<file path="src/sv/pclp_pkg.sv">
`timescale 1ns / 1ps
// Package for the PI current loop with PWM output: register indexes, reset gains,
// fixed-point constants and the sequencer state type. No dependencies.
package pclp_pkg;

  // Default number of motor channels.
  localparam int CHANNELS_DEFAULT = 2;

  // Configuration port geometry.
  localparam int CFG_INDEX_W = 2;
  localparam int CFG_DATA_W  = 32;

  // Configuration register indexes.
  typedef enum logic [CFG_INDEX_W-1:0] {
    REG_PROP_GAIN     = 2'd0,
    REG_INTEG_GAIN    = 2'd1,
    REG_SPEED_FF_GAIN = 2'd2
  } reg_index_t;

  // Reset values of the gains, unsigned Q8.24.
  localparam logic [CFG_DATA_W-1:0] PROP_GAIN_RESET     = 32'd1678;
  localparam logic [CFG_DATA_W-1:0] INTEG_GAIN_RESET    = 32'd106149;
  localparam logic [CFG_DATA_W-1:0] SPEED_FF_GAIN_RESET = 32'd56623;

  // Fixed-point geometry and widths of the shared multiplier.
  localparam int FRAC_INT   = 24;
  localparam int PORT_SHIFT = 12;
  localparam int MUL_A_W    = 17;
  localparam int MUL_B_W    = 33;
  localparam int PROD_W     = MUL_A_W + MUL_B_W;
  localparam int INTEG_W    = 27;
  localparam int MAG_W      = 25;

  // Duty scaling and limits.
  localparam logic signed [MUL_A_W-1:0] DUTY_SCALE = 17'sd1000;
  localparam logic [9:0] DUTY_MAX = 10'd990;
  localparam logic [9:0] DUTY_MIN = 10'd1;

  // Sequencer states.
  typedef enum logic [2:0] {
    ST_IDLE,
    ST_MUL_I,
    ST_MUL_P,
    ST_MUL_F,
    ST_SUM,
    ST_LIM,
    ST_DUTY,
    ST_OUT
  } state_t;

endpackage

</file>
<file path="src/sv/pi_current_loop_pwm.sv">
`timescale 1ns / 1ps
// Per-channel PI current controller with speed feedforward and PWM duty output.
// Depends on pclp_pkg for constants, register indexes and the state type.
//
// Usage: the input channel carries one control tick (channel, target_current,
// measured_current, speed) under in_valid / in_stall; the output channel carries
// one result (out_channel, direction, duty, drive_value, integ_clamped) under
// out_valid / out_stall. An item is taken at an edge where valid is high and
// stall is low. Gains are written through cfg_we / cfg_index / cfg_data; the user
// must do so only while idle, as the block itself does not enforce it.
//
// Each item runs through a small sequencer around one shared 17x33 signed
// multiplier, which computes the integral, proportional and feedforward
// products and finally the duty scaling. A new item is taken only in the idle
// state that follows loading the previous result into the output register, so
// the block does not take an item before it is through with the last one. The
// output register keeps the result while out_stall is high; if a second result
// is ready before the first is taken, the sequencer waits in its last step.
// Reset empties the output, restores the default gains and clears all integrators.
module pi_current_loop_pwm #(
  parameter int CHANNELS = pclp_pkg::CHANNELS_DEFAULT
) (
  input  logic                                 clk,
  input  logic                                 rst,
  // Configuration port.
  input  logic                                 cfg_we,
  input  logic [pclp_pkg::CFG_INDEX_W-1:0]     cfg_index,
  input  logic [pclp_pkg::CFG_DATA_W-1:0]      cfg_data,
  // Input channel.
  input  logic                                 in_valid,
  output logic                                 in_stall,
  input  logic                                 channel,
  input  logic signed [15:0]                   target_current,
  input  logic signed [15:0]                   measured_current,
  input  logic signed [15:0]                   speed,
  // Output channel.
  output logic                                 out_valid,
  input  logic                                 out_stall,
  output logic                                 out_channel,
  output logic                                 direction,
  output logic [9:0]                           duty,
  output logic signed [13:0]                   drive_value,
  output logic                                 integ_clamped
);
  import pclp_pkg::*;

  localparam int CH_W = (CHANNELS > 1) ? $clog2(CHANNELS) : 1;
  localparam logic signed [37:0] ONE_38 = 38'sd16777216;
  localparam logic signed [49:0] ONE_50 = 50'sd16777216;

  // Gain registers.
  logic [CFG_DATA_W-1:0] prop_gain;
  logic [CFG_DATA_W-1:0] integ_gain;
  logic [CFG_DATA_W-1:0] speed_ff_gain;

  // Sequencer state.
  state_t state;
  state_t state_next;

  // Per-channel integrators, signed Q.24.
  logic signed [INTEG_W-1:0] integrator [CHANNELS];

  // Item working registers.
  logic [CH_W-1:0]           ch_q;
  logic signed [16:0]        err_q;
  logic signed [15:0]        spd_q;
  logic signed [PROD_W-1:0]  prod_q;
  logic signed [INTEG_W-1:0] integ_q;
  logic                      hit_q;
  logic signed [PROD_W-1:0]  acc_q;
  logic                      dir_q;
  logic [MAG_W-1:0]          mag_q;
  logic signed [13:0]        drive_q;

  // Shared multiplier operands and control.
  logic signed [MUL_A_W-1:0] mul_a;
  logic signed [MUL_B_W-1:0] mul_b;
  logic signed [PROD_W-1:0]  mul_res;
  logic                      prod_load;

  // Combinational datapath values.
  logic                      in_take;
  logic                      out_free;
  logic signed [37:0]        integ_sum;
  logic signed [INTEG_W-1:0] integ_new;
  logic                      integ_hit;
  logic signed [25:0]        lim;
  logic [9:0]                duty_raw;
  logic [9:0]                duty_fix;

  assign mul_res  = mul_a * mul_b;
  assign in_take  = in_valid && !in_stall;
  assign out_free = !out_valid || !out_stall;

  // Configuration writes; an index beyond the list is ignored.
  always_ff @(posedge clk) begin
    if (rst) begin
      prop_gain     <= PROP_GAIN_RESET;
      integ_gain    <= INTEG_GAIN_RESET;
      speed_ff_gain <= SPEED_FF_GAIN_RESET;
    end else if (cfg_we) begin
      case (cfg_index)
        REG_PROP_GAIN:     prop_gain     <= cfg_data;
        REG_INTEG_GAIN:    integ_gain    <= cfg_data;
        REG_SPEED_FF_GAIN: speed_ff_gain <= cfg_data;
        default: ;
      endcase
    end
  end

  // Next-state logic of the sequencer.
  always_comb begin
    state_next = state;
    case (state)
      ST_IDLE:  if (in_valid) state_next = ST_MUL_I;
      ST_MUL_I: state_next = ST_MUL_P;
      ST_MUL_P: state_next = ST_MUL_F;
      ST_MUL_F: state_next = ST_SUM;
      ST_SUM:   state_next = ST_LIM;
      ST_LIM:   state_next = ST_DUTY;
      ST_DUTY:  state_next = ST_OUT;
      ST_OUT:   if (out_free) state_next = ST_IDLE;
      default:  state_next = ST_IDLE;
    endcase
  end

  always_ff @(posedge clk) begin
    if (rst) begin
      state <= ST_IDLE;
    end else begin
      state <= state_next;
    end
  end

  // Sequencer outputs: input stall and multiplier operand selection.
  always_comb begin
    in_stall  = 1'b1;
    mul_a     = '0;
    mul_b     = '0;
    prod_load = 1'b0;
    case (state)
      ST_IDLE: begin
        in_stall = 1'b0;
      end
      ST_MUL_I: begin
        mul_a     = err_q;
        mul_b     = {1'b0, integ_gain};
        prod_load = 1'b1;
      end
      ST_MUL_P: begin
        mul_a     = err_q;
        mul_b     = {1'b0, prop_gain};
        prod_load = 1'b1;
      end
      ST_MUL_F: begin
        mul_a     = {spd_q[15], spd_q};
        mul_b     = {1'b0, speed_ff_gain};
        prod_load = 1'b1;
      end
      ST_DUTY: begin
        mul_a     = DUTY_SCALE;
        mul_b     = {{(MUL_B_W-MAG_W){1'b0}}, mag_q};
        prod_load = 1'b1;
      end
      default: ;
    endcase
  end

  // Integrator update: add the integral increment and clamp to plus or minus one.
  always_comb begin
    integ_sum = {{(38-INTEG_W){integrator[ch_q][INTEG_W-1]}}, integrator[ch_q]}
              + prod_q[49:12];
    integ_hit = 1'b0;
    integ_new = integ_sum[INTEG_W-1:0];
    if (integ_sum >= ONE_38) begin
      integ_new = ONE_38[INTEG_W-1:0];
      integ_hit = 1'b1;
    end else if (integ_sum <= -ONE_38) begin
      integ_new = 27'(-ONE_38);
      integ_hit = 1'b1;
    end
  end

  // Drive clamp to plus or minus one.
  always_comb begin
    if (acc_q > ONE_50) begin
      lim = ONE_50[25:0];
    end else if (acc_q < -ONE_50) begin
      lim = 26'(-ONE_50);
    end else begin
      lim = acc_q[25:0];
    end
  end

  // Duty from the scaled magnitude, forced into its legal range.
  always_comb begin
    duty_raw = prod_q[FRAC_INT+9:FRAC_INT];
    if (duty_raw < 10'd2) begin
      duty_fix = DUTY_MIN;
    end else if (duty_raw > DUTY_MAX) begin
      duty_fix = DUTY_MAX;
    end else begin
      duty_fix = duty_raw;
    end
  end

  // Item datapath registers.
  always_ff @(posedge clk) begin
    if (in_take) begin
      if (32'(channel) >= CHANNELS) begin
        ch_q <= CH_W'(CHANNELS - 1);
      end else begin
        ch_q <= CH_W'(channel);
      end
      err_q <= {target_current[15], target_current}
             - {measured_current[15], measured_current};
      spd_q <= speed;
    end
    if (prod_load) begin
      prod_q <= mul_res;
    end
    case (state)
      ST_MUL_P: begin
        integ_q <= integ_new;
        hit_q   <= integ_hit;
      end
      ST_MUL_F: begin
        acc_q <= {{(PROD_W-INTEG_W){integ_q[INTEG_W-1]}}, integ_q}
               + {{12{prod_q[49]}}, prod_q[49:12]};
      end
      ST_SUM: begin
        acc_q <= acc_q + prod_q;
      end
      ST_LIM: begin
        dir_q   <= !acc_q[49];
        mag_q   <= lim[25] ? MAG_W'(-lim) : lim[MAG_W-1:0];
        drive_q <= lim[25:12];
      end
      default: ;
    endcase
  end

  // Integrator store, cleared at reset.
  always_ff @(posedge clk) begin
    if (rst) begin
      for (int i = 0; i < CHANNELS; i++) begin
        integrator[i] <= '0;
      end
    end else if (state == ST_MUL_P) begin
      integrator[ch_q] <= integ_new;
    end
  end

  // Output register: loaded when empty or being taken.
  always_ff @(posedge clk) begin
    if (rst) begin
      out_valid <= 1'b0;
    end else if (state == ST_OUT && out_free) begin
      out_valid <= 1'b1;
    end else if (!out_stall) begin
      out_valid <= 1'b0;
    end
  end

  always_ff @(posedge clk) begin
    if (state == ST_OUT && out_free) begin
      out_channel   <= ch_q[0];
      direction     <= dir_q;
      duty          <= duty_fix;
      drive_value   <= drive_q;
      integ_clamped <= hit_q;
    end
  end

endmodule

</file>
<file path="config.mk">
export PLATFORM = sky130hd
export DESIGN_NAME = pi_current_loop_pwm
export DESIGN_NICKNAME = d
export VERILOG_FILES = /design/src/sv/pclp_pkg.sv /design/src/sv/pi_current_loop_pwm.sv
export SDC_FILE = /design/constraint.sdc
export NUM_CORES = 2
export LEC_CHECK = 0
export BUFFER_PORTS_ARGS = -buffer_cell sky130_fd_sc_hd__buf_2
export CAP_MARGIN = 20
export CELL_PAD_IN_SITES_DETAIL_PLACEMENT = 1
export CELL_PAD_IN_SITES_GLOBAL_PLACEMENT = 1
export CORE_UTILIZATION = 50
export DETAILED_ROUTE_END_ITERATION = 16
export PLACE_DENSITY = 0.8
export SLEW_MARGIN = 20
export SYNTH_ARGS = -nofsm -noshare
export SYNTH_HDL_FRONTEND = slang
export SYNTH_SLANG_ARGS = --single-unit
</file>
<file path="constraint.sdc">
create_clock -name clk -period 22.6 [get_ports clk]
set_input_delay 2.26 -clock clk [delete_from_list [all_inputs] [get_ports clk]]
set_output_delay 2.26 -clock clk [all_outputs]
set_load 0.01 [all_outputs]
</file>
==> impl.org <==
** Run status
- The flow ran to the end, and the final reports show no timing, DRC or antenna violations.

** Global route
- Global-route wire length before repair :: 212 mm
- Across every metal layer, demand over resource in global routing totals 34.1%.
- Leftover overflow at the end of global routing :: 0
- Via count of the first global-routing pass :: 35,701
- Number of antenna violations at the first check in global routing :: 2
- Pin count of the biggest net entering global routing :: 79

** Die
- The die is 285 um tall.
- 117 I/O pins were placed.
- The floorplan step defined a core boundary enclosing 79,100 um^2.
- The floorplan step set the die width to 285 um.
- Once the floorplan was initialized, standard cells occupied 50.7% of the core.
- Die outline area :: 81,400 um^2
- FP Rows :: 103

** Place
- Post-Place Setup Slack :: 12.98 ns
- Detailed-placement wirelength estimate :: 106 mm
- Port buffer count :: 116
- Final GP Congestion :: 0.939

** Yosys
- Average size of a mapped cell :: 9.20 um^2
- Yosys printed 0 warnings.
- Post-synth top flop :: sky130_fd_sc_hd__edfxtp_1
- Cell area after synthesis :: 40,100 um^2
- Total nets after synthesis :: 5,201
- Sequential fraction of the synthesis area :: 26.2%
- Number of library cell types mapped by synthesis :: 80
- Flip-flop and latch count after synthesis :: 384
- Synth async-reset ratio :: 0%
- Mapped Cells :: 4,363
- Count of flip-flops with a built-in enable after synthesis :: 283

** Drt
- Dividing the detail-routed wire length by the instance count gives 24.8 um.
- For this block, the initial DRC count from the detailed router was 2,681.
- Iteration count of the initial detailed-routing pass :: 6
- Vias per inst :: 6.07
- Total detailed-routing wirelength :: 136 mm
- Summing over every cut layer, the via total after detailed routing is 33,411.
- Once detail routing completed, the nets flagged for antenna violations numbered 0.
- After detailed routing, the number of remaining DRC violations is 0.

** STA
- The routed design could run at a clock period as short as 9.77 ns.
- Derived from the worst setup path, the maximum achievable clock frequency is 0.102 GHz.
- After routing, the total negative slack on setup checks comes to 0 ns.
- For the pin with the worst max-slew slack, the measured transition is 1.03 ns.
- Clock skew on the completed layout was measured at 0.0619 ns.
- Max Slew Vio Count :: 0
- Setup violations remaining at the end of the flow were counted as 0.
- RSZ-0062 raised after global routing :: false
- The final-report hold violation count is 0.
- Measured against its own limit, the worst slew margin works out to 31.3%.
- After layout, the worst path uses 43.2% of the clock period.
- Final Worst Setup Slack :: 12.83 ns

** Power and ir drop
- For this design the static power due to leakage is 19.6 nW.
- Power density cells :: 74.3 nW/um^2
- Maximum resistive drop on vdd :: 0.0843 mV

** Flow run
- Max-cap violations :: 0

** Critical path
- Slowest cell on the critical path :: sky130_fd_sc_hd__nand2b_1
- Most repeated library cell on the critical path :: sky130_fd_sc_hd__fa_1
- For this run, the slowest stage of the critical path takes 0.85 ns.
- Arrival time of data at the critical path endpoint :: 10.12 ns
- STA classifies the critical path startpoint as a flop.
- Type of destination of the critical path :: flop
- Required time worst endpoint :: 22.95 ns
- The worst setup path is of the flop to flop kind.
- Of all nets on the critical path, the largest fanout is 30.

** Clocking
- Total of hold buffers inserted after clock tree synthesis :: 0
- In this run, CTS created clock tree buffers numbering 47.
- Once the clock tree was built, the resizer swapped 0 gates to a different size.
- The later pin in the worst-skew pair is clocked with a latency of 0.64 ns.
- The tree is rooted in a sky130_fd_sc_hd__clkbuf_16.
- After clock tree synthesis, the clock-pin slew on the worst setup and hold paths is 0.06 ns.
- Number of setup buffers added after CTS :: 0
- Counting along the longest clock path gives a buffer depth of 3.
- Level count of the clock H-tree :: 2
- Total number of clock tree sinks :: 384
- TritonCTS built the clock tree.

** Finish
- Layout overhead on the synthesized area :: 8.74%
- Filler Cells Inserted :: 9,078
- Cells with a size suffix above 1 make up 8.60% of the layout.
- Most common cell after layout, fill and taps aside :: sky130_fd_sc_hd__nand2_1
- Total Nets Final :: 5,254
- In the layout the commonest cells are 587 x sky130_fd_sc_hd__nand2_1, 564 x sky130_fd_sc_hd__inv_1, 453 x sky130_fd_sc_hd__fa_1.

** Worst hold path
- The path class of the tightest hold or removal check is flop to flop.
## state kept, by name, summed over array words and instances, names as in the netlist, 16 cells and up, named ones only
signal	cells
prop_gain	32
integ_gain	32
spd_q	16
integ_q	27
mag_q	25
err_q	17
speed_ff_gain	32
prod_q	50
acc_q	50
integrator	54
## worst max-delay path: cells and delay by family (launching register included)
| kind | cells | cell delay, ns |
|---|---|---|
| flops | 1 | 0.31 |
| simple gates | 5 | 1.88 |
| buf+inv | 7 | 1.07 |
| compound gates | 9 | 2.64 |
| fa+ha+maj | 7 | 3.43 |
| xor+xnor | 1 | 0.13 |
## final cells by class
class                   instances  area (um^2)  area share, %
well taps                    1050         1310           3.01
repair buffers                197         1200           2.75
multi-input cells            3220        26800           61.5
flip-flops and latches        384        10500           24.1
clock inverters                35          423          0.969
clock buffers                  53         1200           2.75
diodes                          2         5.00         0.0115
inverters                     566         2120           4.87
## final timing paths
| check | from | endpoint | slack [ns] | cells past startpoint |
|---|---|---|---|---|
| setup / recovery | state[0]$_SDFFE_PP0P_ | prod_q[48]$_DFFE_PP_ | 12.83 | 29 |
| setup reg to reg | state[0]$_SDFFE_PP0P_ | prod_q[48]$_DFFE_PP_ | 12.83 | 29 |
| hold / removal | drive_q[13]$_DFFE_PP_ | drive_value[13]$_DFFE_PP_ | 0.43 | 0 |
| hold reg to reg | drive_q[13]$_DFFE_PP_ | drive_value[13]$_DFFE_PP_ | 0.43 | 0 |
## power by group
group / switching, mW / internal (mW)
Combinational: 0.946 / 0.555
Sequential: 0.0815 / 0.852
Clock: 0.338 / 0.466
## cells in the mapped netlist (all sizes together), types with 31 or more instances
master | number | area [um^2]
nand2 | 588 | 2210
inv | 565 | 2120
fa | 453 | 9070
nor2 | 429 | 1610
a21oi | 297 | 1490
ha | 297 | 3720
edfxtp | 283 | 8500
clkbuf | 172 | 646
o21ai | 142 | 722
a21o | 112 | 841
xnor2 | 108 | 946
dfxtp | 101 | 2020
xor2 | 68 | 596
a211oi | 61 | 546
mux2 | 46 | 518
nand2b | 41 | 257
nand3 | 41 | 205
nor2b | 35 | 219
nand3b | 34 | 255
nand4 | 31 | 194
nor3 | 31 | 155
## metrics by stage
step / util (%) / std cells / total power [mW] / hold WS (ns) / cell area [um^2]
5_1_grt: 55.1 / 5505 / 3.42 / 0.412 / 43600
4_1_cts: 55.1 / 5502 / 3.23 / 0.419 / 43600
3_3_place_gp: 53.0 / 5411 / 2.36 / 0.400 / 41900
3_5_place_dp: 53.1 / 5414 / 2.41 / 0.415 / 42000
2_1_floorplan: - / 4363 / 1.94 / 0.400 / 40100
6_report: 55.1 / 5507 / 3.24 / 0.427 / 43600
## per-layer routing
layer / vias up / track usage, % / wire [um]
li1: 14733 / - / -
met4: 2 / 15.1 / 6710
met3: 318 / 5.82 / 9970
met1: 17068 / 44.8 / 56000
met2: 1290 / 55.2 / 63700
met5: - / 0 / 13
## kinds of logic after synthesis
logic type / share of synthesized area (%)
simple gates: 14.9
compound gates: 14.3
buf+inv: 7.18
fa+ha+maj: 31.9
flops: 26.2
xor+xnor: 3.84
mux: 1.72
Power figures use the tool's default switching activity.
